<file path="config.mk">
export PLATFORM = sky130hd
export DESIGN_NAME = adu_fdiv
export DESIGN_NICKNAME = d
export VERILOG_FILES = /design/src/rtl/adu_pkg.sv /design/src/rtl/adu_round.sv /design/src/rtl/adu_fdiv.sv
export SDC_FILE = /design/constraint.sdc
export NUM_CORES = 2
export LEC_CHECK = 0
export BUFFER_PORTS_ARGS = -buffer_cell sky130_fd_sc_hd__buf_2
export CORE_AREA = 10 10 586 818
export CTS_CLUSTER_DIAMETER = 100
export DETAILED_ROUTE_END_ITERATION = 8
export DIE_AREA = 0 0 596 828
export PLACE_DENSITY_LB_ADDON = 0.05
export SYNTH_ARGS = -nofsm -noshare
export SYNTH_HDL_FRONTEND = slang
export SYNTH_SLANG_ARGS = --single-unit
</file>
<file path="constraint.sdc">
create_clock -name i_clk -period 11.69 [get_ports i_clk]
set_input_delay 2.338 -clock i_clk [delete_from_list [all_inputs] [get_ports i_clk]]
set_output_delay 2.338 -clock i_clk [all_outputs]
set_load 0.02 [all_outputs]
</file>
<file path="src/rtl/adu_pkg.sv">
// shared types, constants and helper functions for the adam parameter update block
// binary32 field helpers, unit latencies, configuration indexes
// no dependencies
package adu_pkg;

    localparam int RAW_W       = 48;
    localparam int LAT_MUL     = 4;
    localparam int LAT_ADD     = 6;
    localparam int LAT_DIV     = 31;
    localparam int LAT_SQRT    = 30;
    localparam int DIV_STEPS   = 27;
    localparam int SQRT_STEPS  = 26;
    localparam int STEP_BITS   = 16;
    localparam int CFG_IDX_W   = 3;
    localparam int CFG_DATA_W  = 32;

    localparam logic [CFG_IDX_W-1:0] CFG_LR    = 3'd0;
    localparam logic [CFG_IDX_W-1:0] CFG_BETA1 = 3'd1;
    localparam logic [CFG_IDX_W-1:0] CFG_BETA2 = 3'd2;
    localparam logic [CFG_IDX_W-1:0] CFG_EPS   = 3'd3;
    localparam logic [CFG_IDX_W-1:0] CFG_STEP  = 3'd4;

    localparam logic [31:0] FP_ONE   = 32'h3F800000;
    localparam logic [31:0] FP_QNAN  = 32'h7FC00000;
    localparam logic [31:0] RST_LR   = 32'h3A83126F;
    localparam logic [31:0] RST_B1   = 32'h3F666666;
    localparam logic [31:0] RST_B2   = 32'h3F7FBE77;
    localparam logic [31:0] RST_EPS  = 32'h322BCC77;
    localparam logic [15:0] RST_STEP = 16'd1;

    typedef logic signed [10:0] t_exp;

    // unrounded result: mant[RAW_W-1] has weight 2^(exp-127)
    typedef struct packed {
        logic             nan;
        logic             inf;
        logic             zero;
        logic             sign;
        t_exp             exp;
        logic [RAW_W-1:0] mant;
        logic             sticky;
    } t_raw;

    typedef struct packed {
        logic [31:0] lr;
        logic [31:0] b1;
        logic [31:0] b2;
        logic [31:0] eps;
        logic [31:0] omb1;
        logic [31:0] omb2;
        logic [31:0] c1;
        logic [31:0] c2;
    } t_coef;

    function automatic logic [5:0] lzc48(input logic [47:0] x);
        logic [5:0] n;
        n = 6'd48;
        for (int i = 0; i < 48; i++) begin
            if (x[i]) n = 6'(47 - i);
        end
        return n;
    endfunction

    function automatic logic fp_is_nan(input logic [31:0] x);
        return (x[30:23] == 8'hFF) && (x[22:0] != 23'd0);
    endfunction

    function automatic logic fp_is_inf(input logic [31:0] x);
        return (x[30:23] == 8'hFF) && (x[22:0] == 23'd0);
    endfunction

    function automatic logic fp_is_zero(input logic [31:0] x);
        return x[30:0] == 31'd0;
    endfunction

    function automatic logic [23:0] fp_mant(input logic [31:0] x);
        return {x[30:23] != 8'd0, x[22:0]};
    endfunction

    function automatic logic [7:0] fp_exp(input logic [31:0] x);
        return (x[30:23] == 8'd0) ? 8'd1 : x[30:23];
    endfunction

endpackage

</file>
<file path="src/rtl/adu_round.sv">
// normalize and round-to-nearest-even stage group, three registers deep
// depends on adu_pkg
module adu_round
    import adu_pkg::*;
(
    input  logic        i_clk,
    input  logic        i_en,
    input  t_raw        i_raw,
    output logic [31:0] o_res
);
    t_raw        r1_raw;
    logic [5:0]  r1_lz;
    t_raw        r2_raw;
    t_raw        n2_raw;
    logic [31:0] r_res;
    logic [31:0] n_res;

    logic [25:0] m26;
    logic [25:0] mm;
    logic        st;
    logic [7:0]  ef;
    logic        ovf;
    t_exp        sh;
    logic        inc;
    logic [30:0] packed31;

    always_comb begin
        n2_raw      = r1_raw;
        n2_raw.mant = r1_raw.mant << r1_lz;
        n2_raw.exp  = r1_raw.exp - t_exp'({5'd0, r1_lz});
    end

    always_comb begin
        m26 = r2_raw.mant[RAW_W-1 -: 26];
        st  = (|r2_raw.mant[RAW_W-27:0]) | r2_raw.sticky;
        mm  = m26;
        ef  = 8'd0;
        ovf = 1'b0;
        sh  = t_exp'(1) - r2_raw.exp;
        if (r2_raw.exp > t_exp'(0)) begin
            ovf = r2_raw.exp >= t_exp'(255);
            ef  = r2_raw.exp[7:0];
        end else if (sh >= t_exp'(26)) begin
            mm = 26'd0;
            st = st | (|m26);
        end else begin
            // subnormal: shift right, lost bits fold into sticky
            mm = m26 >> sh[4:0];
            st = st | (m26 != (mm << sh[4:0]));
        end
        inc      = mm[1] & (mm[0] | st | mm[2]);
        packed31 = {ef, mm[24:2]} + 31'(inc);
        if (r2_raw.nan) begin
            n_res = FP_QNAN;
        end else if (r2_raw.inf || ovf) begin
            n_res = {r2_raw.sign, 8'hFF, 23'd0};
        end else if (r2_raw.zero) begin
            n_res = {r2_raw.sign, 31'd0};
        end else begin
            n_res = {r2_raw.sign, packed31};
        end
    end

    always_ff @(posedge i_clk) begin
        if (i_en) begin
            r1_raw <= i_raw;
            r1_lz  <= lzc48(i_raw.mant);
            r2_raw <= n2_raw;
            r_res  <= n_res;
        end
    end

    assign o_res = r_res;
endmodule

</file>
<file path="src/rtl/adu_fdiv.sv">
// binary32 divider: restoring division, one quotient bit per stage
// depends on adu_pkg, adu_round
module adu_fdiv
    import adu_pkg::*;
(
    input  logic        i_clk,
    input  logic        i_en,
    input  logic [31:0] i_a,
    input  logic [31:0] i_b,
    output logic [31:0] o_res
);
    typedef struct packed {
        logic                 nan;
        logic                 inf;
        logic                 zero;
        logic                 sign;
        t_exp                 exp;
        logic [24:0]          rem;
        logic [23:0]          dvs;
        logic [DIV_STEPS-1:0] q;
    } t_div_st;

    t_div_st     r_st [DIV_STEPS+1];
    t_div_st     n_st [DIV_STEPS+1];
    t_raw        w_raw;
    logic [5:0]  lza;
    logic [5:0]  lzb;
    logic [23:0] ma;
    logic [23:0] mb;

    always_comb begin
        lza = lzc48({fp_mant(i_a), 24'd0});
        lzb = lzc48({fp_mant(i_b), 24'd0});
        ma  = fp_mant(i_a) << lza;
        mb  = fp_mant(i_b) << lzb;
        n_st[0].nan  = fp_is_nan(i_a) | fp_is_nan(i_b) |
                       (fp_is_zero(i_a) & fp_is_zero(i_b)) |
                       (fp_is_inf(i_a) & fp_is_inf(i_b));
        n_st[0].inf  = fp_is_inf(i_a) | fp_is_zero(i_b);
        n_st[0].zero = fp_is_zero(i_a) | fp_is_inf(i_b);
        n_st[0].sign = i_a[31] ^ i_b[31];
        n_st[0].exp  = t_exp'({3'd0, fp_exp(i_a)}) - t_exp'({5'd0, lza}) -
                       t_exp'({3'd0, fp_exp(i_b)}) + t_exp'({5'd0, lzb}) + t_exp'(127);
        n_st[0].rem  = {1'b0, ma};
        n_st[0].dvs  = mb;
        n_st[0].q    = '0;
        for (int k = 0; k < DIV_STEPS; k++) begin
            n_st[k+1] = r_st[k];
            if (r_st[k].rem >= {1'b0, r_st[k].dvs}) begin
                n_st[k+1].rem = (r_st[k].rem - {1'b0, r_st[k].dvs}) << 1;
                n_st[k+1].q   = {r_st[k].q[DIV_STEPS-2:0], 1'b1};
            end else begin
                n_st[k+1].rem = r_st[k].rem << 1;
                n_st[k+1].q   = {r_st[k].q[DIV_STEPS-2:0], 1'b0};
            end
        end
    end

    always_ff @(posedge i_clk) begin
        if (i_en) begin
            for (int k = 0; k <= DIV_STEPS; k++) begin
                r_st[k] <= n_st[k];
            end
        end
    end

    always_comb begin
        w_raw.nan    = r_st[DIV_STEPS].nan;
        w_raw.inf    = r_st[DIV_STEPS].inf;
        w_raw.zero   = r_st[DIV_STEPS].zero;
        w_raw.sign   = r_st[DIV_STEPS].sign;
        w_raw.exp    = r_st[DIV_STEPS].exp;
        w_raw.mant   = {r_st[DIV_STEPS].q, (RAW_W-DIV_STEPS)'(0)};
        w_raw.sticky = r_st[DIV_STEPS].rem != 25'd0;
    end

    adu_round u_round (
        .i_clk (i_clk),
        .i_en  (i_en),
        .i_raw (w_raw),
        .o_res (o_res)
    );
endmodule

</file>
After elaboration in Yosys (flattened, before gate mapping)
Memory sizes are Yosys's and may differ from the RTL's.
Cells that the tools add are included.
{ "word_totals": {"reg_bits": 145, "mem_bits_rw": 2548, "in_bits": 66, "out_inout_bits": 32, "elab_cells": 275, "mem_count": 1} }
{ "mem_list": {"columns": ["name", "depth", "word_bits", "rd", "rd_ports_with_merged_regs", "wr", "line", "rtl"], "rows": [
  ["r_st", 28, 91, 28, 0, 28, "adu_fdiv.sv:23", "t_div_st r_st [DIV_STEPS+1];"]
]} }
{ "classes": {"addsub": 34, "order_cmp": 30, "n_eq_ne": 3, "shift": 5, "n_mux": 140, "bitwise": 14, "n_reduce_logical": 25} }
{ "op_table": {"columns": ["op", "n"], "rows": [
  ["$mux 25", 29],
  ["$ge 25x24->1", 27],
  ["$sub 24x24->24", 27],
  ["$mux 6", 49],
  ["$logic_not 31->1", 2],
  ["$reduce_or 26->1", 2],
  ["$mux 5", 10],
  ["$shl 24x6->24", 2],
  ["$shl 48x6->48", 1],
  ["$logic_not 23->1", 2],
  ["$reduce_bool 23->1", 2],
  ["$mux 1", 33],
  ["$mux 4", 8],
  ["$add 31x1->31", 1],
  ["$mux 31", 1],
  ["$ne 26x26->1", 1],
  ["$shl 26x5->26", 1],
  ["$shr 26x5->26", 1],
  ["$reduce_bool 25->1", 1],
  ["$mux 8", 3],
  ["$mux 23", 1],
  ["$reduce_or 22->1", 1],
  ["$eq 8x8->1 const B", 2],
  ["$logic_not 8->1", 2],
  ["22 further kinds", 42]
]} }

Logic depth before layout (Yosys ltp)
{ "logic_depth": {"ltp_word": 28, "depth_mapped": 25, "mapped_depth_nobuf": 24} }

By module
A second synthesis with hierarchy kept.
{ "unflattened": {"cells_unflattened": 10193, "hier_area_um2": 120388.0} }
{ "by_module_without_submodules": {"columns": ["module", "n_inst", "cells_each", "area_per_inst_um2", "seq_area_each_um2"], "rows": [
  ["adu_fdiv", 1, 8760, 107106.5, 63601.0],
  ["adu_round", 1, 1433, 13281.5, 4984.8]
]} }

Least setup slack after synthesis
Ideal clock, no wire load.
{ "synth_timing": {"path_kind": "input to register", "startpoint": "input i_a[26]", "endpoint": "memory r_st[0][84] (netlist bit) (data pin)", "setup_ps": 259, "arrival_ps": 6554, "required_time_ps": 11431, "setup_slack_ps": 4877, "path_stages": 22, "path_buffers": 2, "cell_sequence": "nor4_1 -> and3_1 -> nand2b_1 -> nor3_1 -> o21a_1 -> clkbuf_1 -> clkinv_1 -> clkbuf_1 -> ha_1 -> nor2b_1 -> o21ai_0 -> nand2_1 -> xnor2_1 -> fa_1 -> inv_1 -> ha_1 -> a21oi_1 -> o21bai_1 -> a21oi_1 -> o21bai_1 -> a21oi_1 -> xnor2_1"} }
{ "synth_lines": {"columns": ["item", "line", "rtl"], "rows": [
  ["start: declaration", "adu_fdiv.sv:8", "input logic [31:0] i_a,"],
  ["end: declaration", "adu_fdiv.sv:23", null]
]} }

==> out/qor.yml <==
drive_gt1_frac: 0.111
clock_power_share: 0.243
tightestPinTransition_ns: 1.24
path_common_cell: "a21oi_1"
cts_post_setup_buffers_inserted: 0
synth.largest_area_cell: "edfxtp_1"
clock_latency_ns: 0.93
switching_share: 0.358
drv_slew: 0
cts.sinks: 2242
hpwl_um: 265000
clock.fmax_mhz: 144
critPathKind: "input pin to flop"
synth_area_mm2: 0.116
r2r_slack_ns: 5.76
area_growth_pct: 14.6
die_area_mm2: 0.493
critPathMaxFanout: 16
holdCritPathClass: "flop to flop"
yosysWarnings: 0
power_w: 0.0337
ir_worst_vdd_v: 0.000106
setup_violations: 0
io-pin-count: 98
drt_iter0_drc: 3880
hold_violations: 0
die_w_um: 596
yosys_most_used_dff: "edfxtp_1"
intPower_w: 0.0216
muxShareOfSynthArea: 0.0562
postSynthCellCount: 9423
root_buffer: "clkbuf_16"
cts_resized: 0
synthXorXnorAreaFrac: 0.0405
yosysMostFrequentCell: "edfxtp_1"
ys_types: 97
vias_per_cell: 4.56
first_pass_iters: 5
met3_usage: 0.0178
p_comb_frac: 0.390
place.gp.congestion: 0.834
clock_path_buffers: 4
fin_crit_sh: 0.594
drt_wl_total_um: 349000
synth-simple-area-share: 0.0928
portBuffers: 97
synth.area.top_cells: "edfxtp_1 (58%), ha_1 (7.3%), mux2_2 (3.6%), inv_1 (3.0%), a21oi_1 (2.9%)"
seq_area_frac_synth: 0.582
async_reset_ff_frac: 0
synth_commonest_cells: "edfxtp_1 (2242), inv_1 (932), ha_1 (672)"
cp.buffers_inverters: 6
ant_nets: 0
cts_max_level: 5
cp_slowest_cell: "clkinv_1"
synth-seq-cells: 2242
status: "finished clean"
grt-ovfl-total: 0
crit_arrival_ns: 7.70
cp.depth: 24
grt_util_all_layers: 0.136
hold_buffers: 0
fin_crit_ns: 6.95
p_seq_frac: 0.367
cts_buffers: 276
met2_usage: 0.280
crit_family: "adder cells"
grt_setup_unrepaired: "false"
grt_use_met1: 0.137
num_rows: 296
core_area_mm2: 0.463
required_ns: 12.44
syn-num-nets: 10200
cts_tree: "built"
fin_setup_tns_ns: 0
slowest_delay_ns: 0.60
die_h_um: 828
top_usage_layer: "met2"
drc: 0
grt_max_degree: 172
end_kind: "flop"
vias: 73400
min_path_cells: 0
start_kind: "input pin"
fin_worst_skew_ns: 0.0379
switchingPower_w: 0.0121
syn_avg_cell_area_um2: 12.3
fin_hold_ws_ns: 0.399
antenna_found_initial: 7
power_density_mw_per_mm2: 254
nets: 10500
max-cap-violations: 0
synth_fa_ha_area_frac: 0.0784
grt_pass1_vias: 76300
power.leakage_nw: 50.1
wire_per_inst_um: 21.7
path_clk_slew_ns: 0.06
synth_edf_count: 2242
synth_top_family_by_area: "compound AO/OA/AOI/OAI gates"
slew_headroom: 0.171
final_util: 0.286
grt_first_pass_wirelength_um: 511000
crit_chain: "buf_2 -> nor4_1 -> and3_1 -> nand2b_1 -> nor3_1 -> buf_4 -> o21a_1 -> buf_4 -> clkinv_1 -> ha_1 -> nor2b_1 -> o21ai_0 -> nand2_1 -> xnor2_1 -> fa_1 -> inv_1 -> ha_1 -> a21oi_1 -> o21bai_1 -> a21oi_1 -> o21bai_1 -> a21oi_1 -> inv_1 -> a21oi_1"
r2r_cells: 18
start_util: 0.250
synth_top_area_share: 0.582
synth-compound-area-share: 0.112
-- cells in the final DEF, fill, tap and decap left out, types with 284 or more instances in the layout --
| master | instances |
|---|---|
| a21oi_1 | 665 |
| clkbuf_16 | 284 |
| edfxtp_1 | 2242 |
| ha_1 | 672 |
| inv_1 | 932 |
| mux2_2 | 375 |
| nand2_1 | 522 |
| nor2_1 | 599 |
| o21ai_0 | 429 |
| xnor2_1 | 340 |
-- routing by layer --
metal / wire length (um) / share of wire
met4: 12800 / 0.037
met3: 10200 / 0.029
met2: 201000 / 0.58
met5: 0 / 0
met1: 125000 / 0.36
-- layout make-up --
class	count	area [um^2]
clock inverters	133	1080
flip-flops and latches	2242	67300
repair buffers	197	1360
clock buffers	350	7350
inverters	938	3520
diodes	84	210
fillers	47300	331000
well taps	6109	7640
multi-input cells	6042	44100
-- path summary, 6_finish.rpt --
path	from	end
setup / recovery	i_a[26]	r_st[0][86]$_DFFE_PP_
hold / removal	r_st[1][263]$_DFFE_PP_	r_st[1][354]$_DFFE_PP_
hold reg to reg	r_st[1][263]$_DFFE_PP_	r_st[1][354]$_DFFE_PP_
setup reg to reg	u_round.r2_raw[51]$_DFFE_PP_	u_round.o_res[24]$_SDFFCE_PP1P_
-- flip-flops by register name (all words and copies together) (netlist names) --
signal	cells
u_round.r2_raw	17
u_round.m26	26
u_round.r1_raw	38
u_round.o_res	32
u_round.n2_raw	5
r_st	2118
u_round.r1_lz	6
-- stage by stage --
step	cells	area [um^2]	setup slack (ns)
floorplan	9423	116000	4.88
global placement	15500	124000	3.63
detailed placement	15500	124000	3.85
CTS	16000	132000	4.83
global route	16100	133000	4.34
finish	16100	133000	4.74
-- cell families after synthesis --
family / count (synthesis)
compound gates: 2062
xor+xnor: 535
fa+ha+maj: 705
buf+inv: 1139
flops: 2242
mux: 543
other cells: 1
simple gates: 2196
-- power by group through the flow --
stage                     Clock, W  Sequential (W)  Combinational, W
final                      0.00821          0.0124            0.0131
after floorplan                  0          0.0119           0.00956
after global routing       0.00894          0.0125            0.0146
after CTS                  0.00865          0.0125            0.0134
after detailed placement         0          0.0126            0.0133
after global placement           0          0.0126            0.0133
Note: power is estimated with default switching activity, not from simulation.
