$ cat src/rtl/adu_delay.sv
// shift line that keeps a word aligned with the arithmetic pipeline
// depends on nothing
module adu_delay #(
    parameter int WIDTH = 32,
    parameter int DEPTH = 4
) (
    input  logic             i_clk,
    input  logic             i_en,
    input  logic [WIDTH-1:0] i_data,
    output logic [WIDTH-1:0] o_data
);
    logic [WIDTH-1:0] r_line [DEPTH];

    always_ff @(posedge i_clk) begin
        if (i_en) begin
            r_line[0] <= i_data;
            for (int i = 1; i < DEPTH; i++) begin
                r_line[i] <= r_line[i-1];
            end
        end
    end

    assign o_data = r_line[DEPTH-1];
endmodule

$ cat config.mk
export PLATFORM = sky130hd
export DESIGN_NAME = adu_delay
export DESIGN_NICKNAME = d
export VERILOG_FILES = /design/src/rtl/adu_delay.sv
export SDC_FILE = /design/constraint.sdc
export NUM_CORES = 1
export LEC_CHECK = 0
export BUFFER_PORTS_ARGS = -buffer_cell sky130_fd_sc_hd__buf_4
export CAP_MARGIN = 10
export CELL_PAD_IN_SITES_DETAIL_PLACEMENT = 1
export CELL_PAD_IN_SITES_GLOBAL_PLACEMENT = 2
export CORE_ASPECT_RATIO = 1.25
export CORE_MARGIN = 3
export CORE_UTILIZATION = 46
export CTS_CLUSTER_SIZE = 30
export DETAILED_ROUTE_END_ITERATION = 10
export GPL_TIMING_DRIVEN = 0
export PLACE_DENSITY_LB_ADDON = 0.12
export RECOVER_POWER = 25
export SYNTH_ARGS = -nofsm -noshare
export SYNTH_HDL_FRONTEND = slang
export SYNTH_SLANG_ARGS = --single-unit
$ cat constraint.sdc
create_clock -name i_clk -period 1 [get_ports i_clk]
set_input_delay 0.05 -clock i_clk [delete_from_list [all_inputs] [get_ports i_clk]]
set_output_delay 0.05 -clock i_clk [all_outputs]
set_load 0.05 [all_outputs]
Word-level counts from Yosys, hierarchy flattened
Memory sizes are Yosys's and may differ from the RTL's.
Cells that the tools add are included.
- memories kept: 1
- input port bits: 34
- bits in writable memories: 128
- output and inout bits: 32
- flip-flop bits (word level): 0
- logic and storage cells: 3
- memory list (name ; depth ; width ; rd ports ; clocked after Yosys merged registers in ; write ports ; RTL line ; source):
    r_line ; 4 ; 32 ; 4 ; 0 ; 4 ; 12 ; logic [WIDTH-1:0] r_line [DEPTH];
- multiplexer cells: 2
- operator list (operator ; count):
    $mux W1 ; 2

Longest topological paths before layout
Gate-level depths: netlist (run 1).
- word-level depth: 2
- gate-level depth with buffers: 0
- depth with buffers taken out: 0

Worst setup path before layout (run 1)
OpenSTA, ideal clock, no wires.
- kind: flip-flop to output port
- from: memory r_line[3][0]
- to: output port o_data[0]
- arrival: 601 ps
- slack: 349 ps
- stages on the path, launching flop included: 1
- path buffers: 0
- data required time: 950 ps
- path through: edfxtp_1
- RTL lines (what ; RTL line ; source):
    start: declaration ; 12 ;
    end: declaration ; 10 ; output logic [WIDTH-1:0] o_data

==> results of run 1 <==
[cell usage after synthesis (all sizes together)]
cell and count:
edfxtp 128
[cells by family (layout without fill, tap and decap cells)]
logic type             Yosys count  count (layout)  synth area share
buffers and inverters            0             129                 0
flip-flops                     128             128              1.00
[placed cells by master (no fill, tap or decap)]
| master | instances |
|---|---|
| clkbuf_8 | 1 |
| buf_16 | 1 |
| clkbuf_4 | 17 |
| buf_4 | 16 |
| clkbuf_1 | 4 |
| clkinv_1 | 5 |
| dlygate4sd3_1 | 32 |
| buf_6 | 32 |
| clkbuf_16 | 16 |
| bufinv_16 | 3 |
| clkinv_2 | 2 |
| edfxtp_1 | 128 |
[power by group]
| group | switching [mW] | total (mW) | internal [mW] | leakage [nW] |
|---|---|---|---|---|
| logic | 0.425 | 0.727 | 0.303 | 0.495 |
| clock network | 1.94 | 5.66 | 3.72 | 0.267 |
| registers | 0.108 | 6.45 | 6.34 | 1.25 |
| total | 2.47 | 12.8 | 10.4 | 2.01 |
[per-stage QoR]
| step | setup TNS [ns] | worst slack [ns] |
|---|---|---|
| 6_report | -3.13 | -0.143 |
| 3_5_place_dp | -35.70 | -0.454 |
| 5_1_grt | -9.85 | -0.187 |
| 3_3_place_gp | -67.59 | -0.536 |
| 2_1_floorplan | 0 | 0.349 |
| 4_1_cts | -4.48 | -0.163 |
[layout make-up]
type,instances,area share
flip-flops and latches,128,0.703
repair buffers,98,0.175
clock buffers,21,0.0785
clock inverters,10,0.0217
well taps,95,0.0217
[worst min path at each step]
stage	from	endpoint	slack, ns	cells after the start
floorplan	i_data[0]	r_line[0][0]	0.15	0
global placement	i_data[23]	r_line[0][23]	0.23	1
detailed placement	i_data[5]	r_line[0][5]	0.23	1
CTS	i_en	r_line[0][0]	0.17	1
global route	i_data[8]	r_line[0][8]	0.26	2
finish	i_data[5]	r_line[0][5]	0.27	2
[per-layer routing]
layer,routed length [um],vias to the layer above,global-route usage
met4,193,0,0.0965
li1,-,762,-
met2,3240,55,0.226
met1,2070,789,0.147
met5,0,-,0
met3,280,15,0.0564
[what timing repair did]
| item | CTS | global route |
|---|---|---|
| hold buffers | 32 | 0 |
| hold endpoints to repair | 32 | 0 |
| resized for setup | 32 | 1 |
| setup endpoints to repair | 32 | 72 |
==> flow_summary.json, run 1 <==
{
  "wl_mm": 5.77,
  "synth.area.top_cells": "edfxtp_1 (100%)",
  "antenna_cells": 0,
  "die_h_um": 108,
  "grt_setup_unrepaired": "yes",
  "grt_pass1_vias": 1744,
  "fin_crit_sh": 1.14,
  "path_buf_inv": 1,
  "cp_num_cells": 1,
  "clk_latency_ns": 0.50,
  "cts_buffers": 17,
  "cp_cell_sequence": "buf_6",
  "hp-class": "input pin to register",
  "cts_root_buffer": "clkbuf_8",
  "rr_worst_depth": 0,
  "setup_viol": 32,
  "power_per_cell_area_mw_per_mm2": 2350,
  "crit_end": "o_data[13]",
  "arrival_ns": 1.09,
  "gp_congestion": 0.649,
  "synth_area_per_cell_sq_um": 30.0,
  "drive_above_1_share": 0.342,
  "port_buffers": 65,
  "routed_via_density": 4.61,
  "syn_inst": 128,
  "antenna_left": 0,
  "slowest_stage": "edfxtp_1",
  "top_register": "r_line",
  "yosysUniqueCellTypes": 1,
  "synth_nets": 162,
  "multi_input_area_sq_um": 0,
  "drv_slew": 0,
  "regArea_sq_mm": 0.00384,
  "die_width_um": 87.8,
  "synth_area_sq_mm": 0.00384,
  "fin_ws_ns": -0.143,
  "io_pins": 66,
  "synth_top_cell_by_area": "edfxtp_1",
  "end_kind": "primary output",
  "grt_start_max_net_pins": 69,
  "critPathMaxFanout": 1,
  "hold_viol": 0,
  "drc": 0,
  "rows": 36,
  "worstSetupStartpointType": "register",
  "required_ns": 0.95,
  "hold_slack_ns": 0.271,
  "place_area_sq_mm": 0.00448,
  "multi_input_comb_cells": 0,
  "worst_pin_slew_ns": 0.924,
  "slew_headroom": 0.384,
  "cts.sinks": 128,
  "fin_nets": 279,
  "start_util": 0.482,
  "startpoint": "r_line[3][13]",
  "reg.largest.list": "r_line: 128 flops",
  "grt_overflow": 0,
  "r2r_setup_slack_ns": 0.33,
  "detail_route.wl_per_cell_um": 16.4,
  "r2r_start": "r_line[0][10]",
  "cts_max_path_buffers": 2,
  "core_region_area_sq_mm": 0.00797,
  "status": "complete, but fails checks",
  "ir_worst_vdd_uv": 1530,
  "cts_tree": "yes",
  "dr.pass1.iters": 4,
  "r2r-end": "r_line[1][10]",
  "antenna_found_initial": 0,
  "finalClockSkew_ns": 0.00728,
  "critPathTopFamily": "flip-flops",
  "fin_crit_ns": 1.14,
  "yosys_warnings": 0,
  "violations": "negative setup slack",
  "dieArea_sq_mm": 0.00950,
  "synth_top_area_frac": 1.00,
  "leakagePower_nw": 2.01,
  "largest_reg_flops": 128,
  "htree_levels": 4,
  "grt_pass1_wl_mm": 9.15,
  "fillCellCount": 596,
  "ys_seq_area_frac": 1.00,
  "post_cts_buffers": 0,
  "place_inst": 289,
  "max_freq_ghz": 0.875,
  "worstSetupPathType": "register to primary output",
  "vias": 1621,
  "fin_area_sq_mm": 0.00547,
  "hpwl_mm": 2.91,
  "gr-usage-all-layers": 0.140,
  "clk_pin_slew_ns": 0.05,
  "maxCapViolCount": 0,
  "slowest_delay_ns": 0.41,
  "area_delta_synth_final_pct": 42.2,
  "final_cells": 352,
  "power.total_mw": 12.8,
  "ys_ff_latch": 128,
  "drt_iter0_drc": 186,
  "final_core_util": 0.686
}
No activity file was read; power rests on OpenSTA's default activity.
==> run 2, diff against run 1 <==
MAX_ROUTING_LAYER = met4   (was not set)
==> run 2 against run 1 <==
  * The run still ends with negative setup slack left
  * Flip-flop and latch count stayed put
  * Hold slack better by 0.0042 ns
  * Power hardly changed
  * Non-clock buffer count stayed put
  * Die area stayed put
  * Via count hardly changed
  * Clock skew is 0.0011 ns lower
  * Critical path depth stayed put
  * Cell count stayed put
  * Maximum frequency is 0.79% higher
  * Clock power hardly changed
  * Critical endpoint unchanged
==> flow_summary.json, run 2 (synthesized netlist as in run 1, its figures left out) <==
{
  "io_pins": 66,
  "gp_congestion": 0.655,
  "clk_pin_slew_ns": 0.05,
  "die_width_um": 87.8,
  "cp_num_cells": 1,
  "final_core_util": 0.686,
  "reg.largest.list": "r_line: 128 flops",
  "layout_common_cells": "edfxtp_1 (128), dlygate4sd3_1 (32), buf_6 (32)",
  "start_util": 0.482,
  "antenna_cells": 0,
  "worstSetupPathType": "register to primary output",
  "cts.sinks": 128,
  "cts_tree": "yes",
  "leakagePower_nw": 2.02,
  "power_per_cell_area_mw_per_mm2": 2350,
  "multi_input_comb_cells": 0,
  "antenna_left": 0,
  "layout_commonest_cell": "edfxtp_1",
  "critPathMaxFanout": 1,
  "vias": 1620,
  "dp_slack_ns": -0.454,
  "grt_start_max_net_pins": 69,
  "gr-usage-all-layers": 0.145,
  "die_h_um": 108,
  "rr_worst_depth": 0,
  "drt_iter0_drc": 174,
  "slowest_stage": "edfxtp_1",
  "cts_max_path_buffers": 2,
  "core_region_area_sq_mm": 0.00797,
  "largest_reg_flops": 128,
  "end_kind": "primary output",
  "fin_crit_ns": 1.13,
  "drive_above_1_share": 0.342,
  "post_cts_buffers": 0,
  "setup_viol": 32,
  "max_freq_ghz": 0.882,
  "dieArea_sq_mm": 0.00950,
  "hp-class": "input pin to register",
  "final_cells": 352,
  "hold_viol": 0,
  "grt_setup_unrepaired": "yes",
  "clk_latency_ns": 0.50,
  "worst_pin_slew_ns": 0.921,
  "dr.pass1.iters": 4,
  "wl_mm": 5.77,
  "fin_area_sq_mm": 0.00547,
  "arrival_ns": 1.08,
  "top_register": "r_line",
  "path_buf_inv": 1,
  "routed_via_density": 4.60,
  "antenna_found_initial": 0,
  "cp_cell_sequence": "buf_6",
  "drc": 0,
  "htree_levels": 4,
  "area_delta_synth_final_pct": 42.2,
  "slew_headroom": 0.386,
  "rows": 36,
  "required_ns": 0.95,
  "violations": "negative setup slack",
  "detail_route.wl_per_cell_um": 16.4,
  "port_buffers": 65,
  "grt_pass1_vias": 1744,
  "fin_ws_ns": -0.134,
  "slowest_delay_ns": 0.41,
  "grt_overflow": 0,
  "maxCapViolCount": 0,
  "grt_pass1_wl_mm": 9.16,
  "fin_crit_sh": 1.13,
  "critPathTopFamily": "flip-flops",
  "finalClockSkew_ns": 0.00618,
  "hold_path_depth": 2,
  "ir_worst_vdd_uv": 1530,
  "drv_slew": 0,
  "fin_nets": 279,
  "cts_buffers": 17,
  "place_inst": 289,
  "cts_root_buffer": "clkbuf_8",
  "worstSetupStartpointType": "register",
  "place_area_sq_mm": 0.00448,
  "multi_input_area_sq_um": 0,
  "hpwl_mm": 2.91,
  "status": "complete, but fails checks"
}
[run 2: cell count changes in the layout (fill, tap and decap cells not counted)]
cell      change
buf_4         +1
clkbuf_4      -1
[run 2: worst paths after layout]
| kind | startpoint | endpoint | slack, ns |
|---|---|---|---|
| max | r_line[3][13] | o_data[13] | -0.13 |
| min | i_data[5] | r_line[0][5] | 0.28 |
| min reg2reg | r_line[2][6] | r_line[3][6] | 0.42 |
| max reg2reg | r_line[0][10] | r_line[1][10] | 0.33 |
[run 2: layout make-up]
type,count,area [sq um]
tap,95,119
sequential,128,3840
clock inverter,10,119
clock buffer,21,429
timing repair buffer,98,956
fill,596,2510
[run 2: where the power goes]
group          total (mW)  internal (mW)  switching (mW)  leakage [nW]
Clock                5.65           3.72            1.93         0.267
Combinational       0.728          0.303           0.425         0.495
Sequential           6.45           6.34           0.108          1.25
[run 2: through the flow]
step / setup TNS, ns / hold slack, ns / power, mW
6_report: -2.95 / 0.275 / 12.8
4_1_cts: -4.48 / 0.169 / 13.0
3_3_place_gp: -67.59 / 0.228 / 7.07
3_5_place_dp: -35.70 / 0.230 / 7.12
2_1_floorplan: 0 / 0.149 / 6.76
5_1_grt: -9.79 / 0.256 / 13.3
[run 2: what timing repair did]
item / CTS / global route
endpoints found under the hold margin: 32 / 0
hold buffers: 32 / 0
setup endpoints to repair: 32 / 58
gates resized for setup: 32 / 1
[run 2: metal layers]
| layer | global-route usage | wire, um | vias up | part of all wire |
|---|---|---|---|---|
| li1 | - | - | 761 | - |
| met1 | 0.147 | 2090 | 789 | 0.36 |
| met2 | 0.228 | 3250 | 54 | 0.56 |
| met3 | 0.0549 | 231 | 16 | 0.040 |
| met4 | 0.0998 | 198 | 0 | 0.034 |
| met5 | - | 0 | - | 0 |
==> run 3, diff against run 2 <==
CORE_UTILIZATION = 43   (was 46)
PLACE_DENSITY_LB_ADDON = 0.1   (was 0.12)
clock period = 1.2 ns   (was 1 ns; I/O delays follow)
==> run 3 against run 2 <==
  * The run now ends clean
  * Via count rose by 1.8%
  * Sequential share of layout area rose by 0.91 points
  * Die area rose by 6.5%
  * Non-clock buffer count did not move
  * Flip-flop and latch count did not move
  * Largest cell class unchanged
  * Largest power group unchanged
==> flow_summary.json, run 3 (synthesized netlist as in run 1, its figures left out) <==
{
  "place_inst": 311,
  "grt_start_max_net_pins": 81,
  "cts_root_buffer": "clkbuf_8",
  "drt_iter0_drc": 113,
  "gp_congestion": 0.679,
  "leakagePower_nw": 1.98,
  "antenna_found_initial": 0,
  "top_register": "r_line",
  "arrival_ns": 1.09,
  "htree_levels": 4,
  "layout_common_cells": "edfxtp_1 (128), buf_4 (38), dlygate4sd3_1 (32)",
  "status": "finished clean",
  "detail_route.wl_per_cell_um": 15.2,
  "wl_mm": 5.70,
  "end_kind": "primary output",
  "drv_slew": 0,
  "antenna_cells": 0,
  "clk_latency_ns": 0.49,
  "critPathTopFamily": "flip-flops",
  "fin_ws_ns": 0.0502,
  "r2r_setup_slack_ns": 0.54,
  "slew_headroom": 0.596,
  "power_per_cell_area_mw_per_mm2": 1990,
  "worstSetupPathType": "register to primary output",
  "post_cts_buffers": 0,
  "regArea_sq_mm": 0.00384,
  "rows": 37,
  "drive_above_1_share": 0.360,
  "cts_tree": "yes",
  "layout_commonest_cell": "edfxtp_1",
  "die_h_um": 112,
  "max_freq_ghz": 0.870,
  "fin_crit_sh": 0.958,
  "slowest_delay_ns": 0.39,
  "maxCapViolCount": 0,
  "grt_overflow": 0,
  "cts_max_path_buffers": 2,
  "cp_cell_sequence": "buf_4",
  "grt_setup_unrepaired": "no",
  "grt_pass1_wl_mm": 9.11,
  "area_delta_synth_final_pct": 40.4,
  "dieArea_sq_mm": 0.0101,
  "worst_pin_slew_ns": 0.607,
  "core_region_area_sq_mm": 0.00847,
  "vias": 1649,
  "cts_buffers": 17,
  "worstSetupStartpointType": "register",
  "required_ns": 1.14,
  "r2r_start": "r_line[0][21]",
  "multi_input_area_sq_um": 0,
  "final_cells": 375,
  "ir_worst_vdd_uv": 1030,
  "largest_reg_flops": 128,
  "die_width_um": 90.6,
  "hold_viol": 0,
  "port_buffers": 65,
  "reg.largest.list": "r_line: 128 flops",
  "gr-usage-all-layers": 0.128,
  "critPathMaxFanout": 1,
  "drc": 0,
  "fin_crit_ns": 1.15,
  "fillCellCount": 699,
  "clk_pin_slew_ns": 0.06,
  "hpwl_mm": 3.08,
  "min_from": "i_en",
  "multi_input_comb_cells": 0,
  "start_util": 0.454,
  "setup_viol": 0,
  "slowest_stage": "edfxtp_1",
  "finalClockSkew_ns": 0.00548,
  "dr.pass1.iters": 4,
  "path_buf_inv": 1,
  "fin_nets": 279,
  "startpoint": "r_line[3][29]",
  "cts.sinks": 128,
  "dp_slack_ns": -0.184,
  "antenna_left": 0,
  "routed_via_density": 4.40,
  "grt_pass1_vias": 1790,
  "io_pins": 66,
  "hp-class": "input pin to register"
}
## run 3: cell types whose count changed in the layout (fill, tap and decap cells not counted), sizes merged
cell / before / now
clkinvlp: 0 / 2
clkbuf: 37 / 45
clkinv: 7 / 8
buf: 50 / 40
## run 3: worst paths after layout
kind	endpoint	cells after the start
hold reg to reg	r_line[2][15]	0
setup reg to reg	r_line[1][21]	0
setup / recovery	o_data[29]	1
hold / removal	r_line[0][29]	1
## run 3: area by class of cell
class                   instances  share of cell area
clock inverters                13              0.0269
flip-flops and latches        128               0.712
repair buffers                 98               0.156
well taps                     117              0.0271
clock buffers                  19              0.0781
## run 3: power by group
part	total, mW	internal [mW]	switching, mW
logic	0.568	0.215	0.353
clock network	4.81	3.12	1.69
registers	5.36	5.28	0.0799
total	10.7	8.62	2.12
## run 3: through the flow
step | setup TNS, ns | total power, mW | utilization | hold slack, ns | instance area (sq um)
finish | 0 | 10.7 | 0.637 | 0.110 | 5400
global route | 0 | 11.1 | 0.637 | 0.125 | 5400
CTS | 0 | 10.9 | 0.637 | 0.0877 | 5390
detailed placement | -14.19 | 5.94 | 0.532 | 0.239 | 4510
global placement | -42.45 | 5.89 | 0.529 | 0.238 | 4480
floorplan | 0 | 5.63 | - | 0.159 | 3840
## run 3: repair_timing
action                     CTS  global route
setup endpoints to repair    0             1
resized for setup            0             1
hold buffers                32             0
hold endpoints to repair    32             0
## run 3: layer usage
layer | routed length (um) | share of wire | vias to the layer above | global-route usage
li1 | - | - | 765 | -
met1 | 2110 | 0.37 | 810 | 0.131
met2 | 3140 | 0.55 | 59 | 0.208
met3 | 280 | 0.049 | 15 | 0.0500
met4 | 165 | 0.029 | 0 | 0.0756
met5 | 0 | 0 | - | -
