[src/rtl/adu_pkg.sv]
// shared types, constants and helper functions for the adam parameter update block
// binary32 field helpers, unit latencies, configuration indexes
// no dependencies
package adu_pkg;

    localparam int RAW_W       = 48;
    localparam int LAT_MUL     = 4;
    localparam int LAT_ADD     = 6;
    localparam int LAT_DIV     = 31;
    localparam int LAT_SQRT    = 30;
    localparam int DIV_STEPS   = 27;
    localparam int SQRT_STEPS  = 26;
    localparam int STEP_BITS   = 16;
    localparam int CFG_IDX_W   = 3;
    localparam int CFG_DATA_W  = 32;

    localparam logic [CFG_IDX_W-1:0] CFG_LR    = 3'd0;
    localparam logic [CFG_IDX_W-1:0] CFG_BETA1 = 3'd1;
    localparam logic [CFG_IDX_W-1:0] CFG_BETA2 = 3'd2;
    localparam logic [CFG_IDX_W-1:0] CFG_EPS   = 3'd3;
    localparam logic [CFG_IDX_W-1:0] CFG_STEP  = 3'd4;

    localparam logic [31:0] FP_ONE   = 32'h3F800000;
    localparam logic [31:0] FP_QNAN  = 32'h7FC00000;
    localparam logic [31:0] RST_LR   = 32'h3A83126F;
    localparam logic [31:0] RST_B1   = 32'h3F666666;
    localparam logic [31:0] RST_B2   = 32'h3F7FBE77;
    localparam logic [31:0] RST_EPS  = 32'h322BCC77;
    localparam logic [15:0] RST_STEP = 16'd1;

    typedef logic signed [10:0] t_exp;

    // unrounded result: mant[RAW_W-1] has weight 2^(exp-127)
    typedef struct packed {
        logic             nan;
        logic             inf;
        logic             zero;
        logic             sign;
        t_exp             exp;
        logic [RAW_W-1:0] mant;
        logic             sticky;
    } t_raw;

    typedef struct packed {
        logic [31:0] lr;
        logic [31:0] b1;
        logic [31:0] b2;
        logic [31:0] eps;
        logic [31:0] omb1;
        logic [31:0] omb2;
        logic [31:0] c1;
        logic [31:0] c2;
    } t_coef;

    function automatic logic [5:0] lzc48(input logic [47:0] x);
        logic [5:0] n;
        n = 6'd48;
        for (int i = 0; i < 48; i++) begin
            if (x[i]) n = 6'(47 - i);
        end
        return n;
    endfunction

    function automatic logic fp_is_nan(input logic [31:0] x);
        return (x[30:23] == 8'hFF) && (x[22:0] != 23'd0);
    endfunction

    function automatic logic fp_is_inf(input logic [31:0] x);
        return (x[30:23] == 8'hFF) && (x[22:0] == 23'd0);
    endfunction

    function automatic logic fp_is_zero(input logic [31:0] x);
        return x[30:0] == 31'd0;
    endfunction

    function automatic logic [23:0] fp_mant(input logic [31:0] x);
        return {x[30:23] != 8'd0, x[22:0]};
    endfunction

    function automatic logic [7:0] fp_exp(input logic [31:0] x);
        return (x[30:23] == 8'd0) ? 8'd1 : x[30:23];
    endfunction

endpackage

[src/rtl/adu_round.sv]
// normalize and round-to-nearest-even stage group, three registers deep
// depends on adu_pkg
module adu_round
    import adu_pkg::*;
(
    input  logic        i_clk,
    input  logic        i_en,
    input  t_raw        i_raw,
    output logic [31:0] o_res
);
    t_raw        r1_raw;
    logic [5:0]  r1_lz;
    t_raw        r2_raw;
    t_raw        n2_raw;
    logic [31:0] r_res;
    logic [31:0] n_res;

    logic [25:0] m26;
    logic [25:0] mm;
    logic        st;
    logic [7:0]  ef;
    logic        ovf;
    t_exp        sh;
    logic        inc;
    logic [30:0] packed31;

    always_comb begin
        n2_raw      = r1_raw;
        n2_raw.mant = r1_raw.mant << r1_lz;
        n2_raw.exp  = r1_raw.exp - t_exp'({5'd0, r1_lz});
    end

    always_comb begin
        m26 = r2_raw.mant[RAW_W-1 -: 26];
        st  = (|r2_raw.mant[RAW_W-27:0]) | r2_raw.sticky;
        mm  = m26;
        ef  = 8'd0;
        ovf = 1'b0;
        sh  = t_exp'(1) - r2_raw.exp;
        if (r2_raw.exp > t_exp'(0)) begin
            ovf = r2_raw.exp >= t_exp'(255);
            ef  = r2_raw.exp[7:0];
        end else if (sh >= t_exp'(26)) begin
            mm = 26'd0;
            st = st | (|m26);
        end else begin
            // subnormal: shift right, lost bits fold into sticky
            mm = m26 >> sh[4:0];
            st = st | (m26 != (mm << sh[4:0]));
        end
        inc      = mm[1] & (mm[0] | st | mm[2]);
        packed31 = {ef, mm[24:2]} + 31'(inc);
        if (r2_raw.nan) begin
            n_res = FP_QNAN;
        end else if (r2_raw.inf || ovf) begin
            n_res = {r2_raw.sign, 8'hFF, 23'd0};
        end else if (r2_raw.zero) begin
            n_res = {r2_raw.sign, 31'd0};
        end else begin
            n_res = {r2_raw.sign, packed31};
        end
    end

    always_ff @(posedge i_clk) begin
        if (i_en) begin
            r1_raw <= i_raw;
            r1_lz  <= lzc48(i_raw.mant);
            r2_raw <= n2_raw;
            r_res  <= n_res;
        end
    end

    assign o_res = r_res;
endmodule

[src/rtl/adu_fmul.sv]
// binary32 multiplier: one product stage followed by the rounding stages
// depends on adu_pkg, adu_round
module adu_fmul
    import adu_pkg::*;
(
    input  logic        i_clk,
    input  logic        i_en,
    input  logic [31:0] i_a,
    input  logic [31:0] i_b,
    output logic [31:0] o_res
);
    t_raw r_raw;
    t_raw n_raw;

    always_comb begin
        n_raw.nan    = fp_is_nan(i_a) | fp_is_nan(i_b) |
                       (fp_is_inf(i_a) & fp_is_zero(i_b)) |
                       (fp_is_zero(i_a) & fp_is_inf(i_b));
        n_raw.inf    = fp_is_inf(i_a) | fp_is_inf(i_b);
        n_raw.zero   = fp_is_zero(i_a) | fp_is_zero(i_b);
        n_raw.sign   = i_a[31] ^ i_b[31];
        n_raw.exp    = t_exp'({3'd0, fp_exp(i_a)}) + t_exp'({3'd0, fp_exp(i_b)}) - t_exp'(126);
        n_raw.mant   = fp_mant(i_a) * fp_mant(i_b);
        n_raw.sticky = 1'b0;
    end

    always_ff @(posedge i_clk) begin
        if (i_en) r_raw <= n_raw;
    end

    adu_round u_round (
        .i_clk (i_clk),
        .i_en  (i_en),
        .i_raw (r_raw),
        .o_res (o_res)
    );
endmodule

[config.mk]
export PLATFORM = sky130hd
export DESIGN_NAME = adu_fmul
export DESIGN_NICKNAME = d
export VERILOG_FILES = /design/src/rtl/adu_pkg.sv /design/src/rtl/adu_round.sv /design/src/rtl/adu_fmul.sv
export SDC_FILE = /design/constraint.sdc
export NUM_CORES = 2
export LEC_CHECK = 0
export ABC_AREA = 0
export BUFFER_PORTS_ARGS = -buffer_cell sky130_fd_sc_hd__buf_2
export CORE_ASPECT_RATIO = 1.25
export CORE_MARGIN = 8
export CORE_UTILIZATION = 58
export DETAILED_ROUTE_END_ITERATION = 12
export PLACE_DENSITY = 0.72
export SETUP_SLACK_MARGIN = 0.15
export SYNTH_ARGS = -nofsm -noshare
export SYNTH_HDL_FRONTEND = slang
export SYNTH_SLANG_ARGS = --single-unit
[constraint.sdc]
create_clock -name i_clk -period 11.4 [get_ports i_clk]
set_clock_uncertainty 0.1 [all_clocks]
set_input_delay 2.28 -clock i_clk [delete_from_list [all_inputs] [get_ports i_clk]]
set_output_delay 2.28 -clock i_clk [all_outputs]
set_load 0.01 [all_outputs]
### Word level (Yosys, flattened, before mapping)

Cells that the tools add are included.

* word-level logic and storage cells: 136
* memories kept: 0
* memory bits (writable): 0
* bits in latches: 0
* output and inout port bits: 32
* ROM bits: 0
* bits in registers: 227

* multiply operators: 1
* equal/unequal tests: 3
* mux-type cells: 57
* magnitude comparators: 3
* reductions and logical operators: 24
* div/mod/pow operators: 0
* bitwise operators: 13
* shift-type cells: 3
* $add $sub $neg: 5

Operators with widths (count)
* 2-to-1 mux 5 bit: 32
* zero test 31 bit: 2
* 2-to-1 mux 25 bit: 2
* multiplier 24 x 24 -> 48 bit: 1
* left shift 48 x 6 -> 48 bit: 1
* zero test 23 bit: 2
* nonzero test 23 bit: 2
* 2-to-1 mux 4 bit: 8
* OR reduction 32 bit: 1
* adder 31 x 1 -> 31 bit: 1
* 2-to-1 mux 31 bit: 1
* != test 26 bit: 1
* OR reduction 26 bit: 1
* left shift 26 x 5 -> 26 bit: 1
* right shift 26 x 5 -> 26 bit: 1
* 2-to-1 mux 8 bit: 3
* 2-to-1 mux 23 bit: 1
* OR reduction 22 bit: 1
* equality test 8 bit, second input constant: 2
* zero test 8 bit: 2
* nonzero test 8 bit: 2
* OR reduction 16 bit: 1
* 2-to-1 mux 3 bit: 4
* greater-or-equal comparator 11 x 6 -> 1 bit, second input constant: 1
* 17 further kinds: 35

### Longest topological paths before layout

* word-level depth: 47
* mapped depth: 28
* depth with buffers taken out: 27

### By module

Synthesis repeated with hierarchy kept, for this count alone.

* cell total of the unflattened synthesis: 3711
* area, all modules: 34490.6 um^2

By module, submodules not included
* adu_fmul: times used 1, seq. area each 1861.8 um^2, cells an instance 2301, area each 21256.6 um^2
* adu_round: times used 1, seq. area each 4984.8 um^2, cells an instance 1410, area each 13233.9 um^2

### Least setup slack after synthesis

No wires, ideal clock.

* kind: input -> register
* start: input i_b[15]
* end: register r_raw[45] in the netlist's numbering (data pin)
* arrival time: 8676 ps
* stages: 27
* data required time: 11041 ps
* path slack: 2365 ps
* cells stage by stage: clkbuf_1 > clkbuf_1 > nand2_1 > fa_1 > inv_1 > fa_1 > inv_1 > fa_1 > inv_1 > fa_1 > inv_1 > fa_1 > fa_1 > inv_1 > fa_1 > ha_1 > a21o_1 > a21o_1 > nor3_1 > a21oi_1 > nand2_1 > a2111oi_0 > o221ai_1 > o21ai_0 > o21a_1 > nor2_1 > xnor2_1

RTL lines
* start: declaration: line adu_fmul.sv:9 `input logic [31:0] i_b,`
* end signal: assignment: line adu_fmul.sv:28 `if (i_en) r_raw <= n_raw;`
* end: declaration: line adu_fmul.sv:12 `t_raw r_raw;`

==> load_flow_metrics.sql <==
INSERT INTO impl_metrics (metric_group, metric, value, unit) VALUES
('die', 'die_width', '230.8', 'um'),
('clock_tree', 'clk_pin_slew', '60', 'ps'),
('timing', 'fmax', '0.09999', 'GHz'),
('timing', 'max_slew_headroom', '5.408', '%'),
('timing', 'final.min_clock_period', '10000', 'ps'),
('synthesis', 'yosys_warnings', '0', ''),
('timing', 'drv_slew', '0', ''),
('critical_path', 'startpoint_type', 'primary input', ''),
('finish', 'post-route-cell-area', '34910', 'um^2'),
('die', 'io_pins', '98', ''),
('die', 'start_util', '58.56', '%'),
('clock_tree', 'post_cts_resized', '0', ''),
('synthesis', 'synth_edf_count', '225', ''),
('synthesis', 'postSynth.asyncResetShare', '0', '%'),
('detailed_routing', 'detail_route.vias_per_cell', '6.231', ''),
('critical_path', 'nature_of_the_critical_path_endpoint', 'flip-flop', ''),
('synthesis', 'syn_inst', '3553', ''),
('clock_tree', 'h_tree_levels', '1', ''),
('hold_path', 'hold_path.class', 'flip-flop to flip-flop', ''),
('synthesis', 'fraction_of_synthesized_cell_area_taken_by_the_top_area_cell_type', '28.96', '%'),
('global_route', 'grt_pass1_wl', '153200', 'um'),
('critical_path', 'worst-path-max-fanout', '25', ''),
('detailed_routing', 'dr_total_vias', '26450', ''),
('critical_path', 'worstPathArrival', '10160', 'ps'),
('critical_path', 'cpPeakStageDelay', '1170', 'ps'),
('flow_run', 'maxCapViolations', '0', ''),
('global_route', 'grt_max_degree', '102', ''),
('finish', 'n_antenna_cell', '0', ''),
('critical_path', 'worst_path_most_repeated_cell', 'sky130_fd_sc_hd__fa_1', ''),
('synthesis', 'avgSynthCellArea', '9.418', 'um^2'),
('detailed_routing', 'postRouteWirelength', '97650', 'um'),
('place', 'gp_routability_congestion', '1.020', ''),
('synthesis', 'sequential_cell_area_fraction_in_the_yosys_report', '20.19', '%'),
('timing', 'whs', '321.0', 'ps'),
('detailed_routing', 'drt_pre_antenna_iters', '7', ''),
('synthesis', 'synth_top_area_cell', 'sky130_fd_sc_hd__fa_1', ''),
('global_route', 'grt_remaining_overflow', '0', ''),
('synthesis', 'synth.cell_area', '33460', 'um^2'),
('place', 'place_hpwl', '76250', 'um'),
('clock_tree', 'clk_path_buf_depth', '3', ''),
('clock_tree', 'cts_made_buffers', '21', ''),
('status', 'run_status', 'complete, no violations', ''),
('die', 'placement_rows', '98', ''),
('synthesis', 'number_of_distinct_library_cells_after_synthesis', '92', ''),
('detailed_routing', 'route.antenna.remaining_nets', '0', ''),
('clock_tree', 'cts_setup_buffers', '0', ''),
('clock_tree', 'clock_insertion_delay_worst_skew', '520', 'ps'),
('critical_path', 'critPathKind', 'primary input to flip-flop', ''),
('die', 'fp.dieArea', '65680', 'um^2'),
('finish', 'layout-drive-gt1-share', '7.554', '%'),
('detailed_routing', 'drtIter0Drc', '2088', ''),
('critical_path', 'master_of_the_slowest_instance_on_the_critical_path', 'sky130_fd_sc_hd__a2111oi_0', ''),
('critical_path', 'worst_endpoint_required_time', '11560', 'ps'),
('synthesis', 'mappedNetlistNets', '4301', ''),
('place', 'dpl_cell_area', '34220', 'um^2'),
('place', 'portBuffers', '97', ''),
('clock_tree', 'cts_hold_repair.buffers', '0', ''),
('timing', 'tns', '0', 'ps'),
('timing', 'count_of_final_hold_check_violations', '0', ''),
('clock_tree', 'tritoncts_clock_tree', 'done', ''),
('timing', 'timing.final.crit_share', '87.73', '%'),
('global_route', 'via_count_of_the_first_global_routing_pass', '28480', ''),
('global_route', 'antenna_found_initial', '1', ''),
('synthesis', 'synth.ff_latch_count', '225', ''),
('clock_tree', 'ctsRootBufferMaster', 'sky130_fd_sc_hd__clkbuf_16', ''),
('timing', 'timing_worst_slew_pin_value', '1383', 'ps'),
('synthesis', 'synthTopCellsByArea', 'sky130_fd_sc_hd__fa_1 29%, sky130_fd_sc_hd__edfxtp_1 20%, sky130_fd_sc_hd__ha_1 7.4%', ''),
('timing', 'setup_repair_after_global_routing_missed_its_margin', 'no', ''),
('detailed_routing', 'wl_per_cell', '23.00', 'um'),
('finish', 'areaGrowthSynthToFinish', '4.315', '%'),
('timing', 'finalSetupViolations', '0', ''),
('detailed_routing', 'drc', '0', ''),
('die', 'coreArea', '57140', 'um^2'),
('global_route', 'grt_use_total', '29.48', '%'),
('finish', 'design.final.nets', '4230', ''),
('die', 'die-height', '284.5', 'um'),
('synthesis', 'prevailing_post_synth_register_cell', 'sky130_fd_sc_hd__edfxtp_1', ''),
('clock_tree', 'clock_sinks', '225', '');
==> synthesized netlist by cell type (10+ instances only) <==
master,number
sky130_fd_sc_hd__nand2_1,557
sky130_fd_sc_hd__inv_1,540
sky130_fd_sc_hd__fa_1,484
sky130_fd_sc_hd__edfxtp_1,225
sky130_fd_sc_hd__and2_1,208
sky130_fd_sc_hd__ha_1,198
sky130_fd_sc_hd__nor2_1,197
sky130_fd_sc_hd__clkbuf_1,189
sky130_fd_sc_hd__a21oi_1,117
sky130_fd_sc_hd__o21ai_0,92
sky130_fd_sc_hd__mux2i_1,65
sky130_fd_sc_hd__mux4_2,62
sky130_fd_sc_hd__xnor2_1,48
sky130_fd_sc_hd__nand3_1,42
sky130_fd_sc_hd__nor4_1,37
sky130_fd_sc_hd__nor3_1,36
sky130_fd_sc_hd__o22ai_1,31
sky130_fd_sc_hd__a21o_1,30
sky130_fd_sc_hd__xor2_1,27
sky130_fd_sc_hd__a211oi_1,26
sky130_fd_sc_hd__nand2b_1,23
sky130_fd_sc_hd__a31oi_1,21
sky130_fd_sc_hd__nand4_1,20
sky130_fd_sc_hd__and3_1,17
sky130_fd_sc_hd__mux2_2,17
sky130_fd_sc_hd__nor2b_1,17
sky130_fd_sc_hd__o21bai_1,15
sky130_fd_sc_hd__buf_2,14
sky130_fd_sc_hd__o21a_1,11
sky130_fd_sc_hd__o31ai_1,11
sky130_fd_sc_hd__o211ai_1,10
==> cell usage in the layout (no fill, tap or decap), drive strengths merged, types with 7 or more instances in the layout <==
cell type / synthesis / routed
nand2b: 23 / 23
buf: 31 / 126
fa: 484 / 484
nor4: 40 / 40
nor3: 36 / 36
o21bai: 15 / 15
ha: 198 / 198
xor2: 27 / 27
edfxtp: 225 / 225
nor2b: 17 / 17
nand2: 557 / 557
a211oi: 26 / 26
inv: 542 / 545
o31ai: 12 / 12
mux4: 62 / 62
o21a: 11 / 11
nand4: 20 / 20
or4: 8 / 8
o21ai: 96 / 96
o221ai: 7 / 7
mux2: 17 / 17
clkbuf: 189 / 22
nor2: 198 / 198
clkinv: 3 / 9
and2: 208 / 208
xnor2: 48 / 48
o22ai: 32 / 32
o32ai: 7 / 7
nand3: 43 / 43
a21o: 30 / 30
and3: 17 / 17
or3: 9 / 9
mux2i: 65 / 65
a21oi: 118 / 118
a31oi: 21 / 21
o211ai: 10 / 10
==> flip-flops by register name, indices dropped and copies added (netlist names) <==
signal / cells
r_raw: 62
u_round.r2_raw: 37
u_round.m26: 26
u_round.o_res: 32
u_round.r1_raw: 58
u_round.n2_raw: 4
u_round.r1_lz: 6
==> through the flow <==
step,setup WS [ps],cells,utilization (%)
after CTS,1494,4245,61.09
after global routing,1097,4245,61.09
final,1399,4245,61.09
after detailed placement,930.5,4209,59.88
after global placement,1079,4209,59.88
after floorplan,2365,3553,-
==> layout make-up <==
cell class | count | area [um^2]
well taps | 750 | 938.4
inverters | 545 | 2046
fillers | 4849 | 22230
repair buffers | 126 | 713.2
flip-flops and latches | 225 | 6756
multi-input cells | 2563 | 23760
clock buffers | 22 | 529.3
clock inverters | 14 | 161.4
==> final timing paths <==
check,depth (start not counted),slack [ps],start,end
worst max-delay path,26,1400,i_a[13],r_raw[45]$_DFFE_PP_
worst min-delay path,0,320,u_round.n2_raw[63]$_DFFE_PP_,u_round.r2_raw[63]$_DFFE_PP_
worst max register to register,16,4760,u_round.r2_raw[50]$_DFFE_PP_,u_round.o_res[0]$_SDFFCE_PP0P_
worst min register to register,0,320,u_round.n2_raw[63]$_DFFE_PP_,u_round.r2_raw[63]$_DFFE_PP_
==> critical path: cells and delay by family <==
family | cells | cell delay [ps]
xor gates and xnor gates | 1 | 120
buffers and inverters | 6 | 740
adders and majority gates | 8 | 3900
AOI/OAI and AO/OA | 7 | 2720
and+or+nand+nor | 4 | 410
==> kinds of logic (layout without fill, tap and decap cells) <==
family | Yosys count | count (layout) | synth area share [%]
compound gates | 462 | 462 | 9.142
xor+xnor | 75 | 75 | 1.963
fa+ha+maj | 682 | 682 | 36.36
buf+inv | 765 | 707 | 8.873
flops | 225 | 225 | 20.19
mux | 144 | 144 | 6.689
simple gates | 1200 | 1200 | 16.78
==> layer usage <==
layer / part of all wire, % / track usage, % / vias to the layer above
met3: 6.9 / 3.877 / 445
li1: - / - / 11490
met2: 51 / 53.15 / 1367
met1: 34 / 31.42 / 13150
met5: 0 / 0 / -
met4: 8.1 / 20.80 / 0
Power is left out: the tool's default activity adds up to more than one toggle a clock period on the data nets, which glitch-free logic cannot reach.
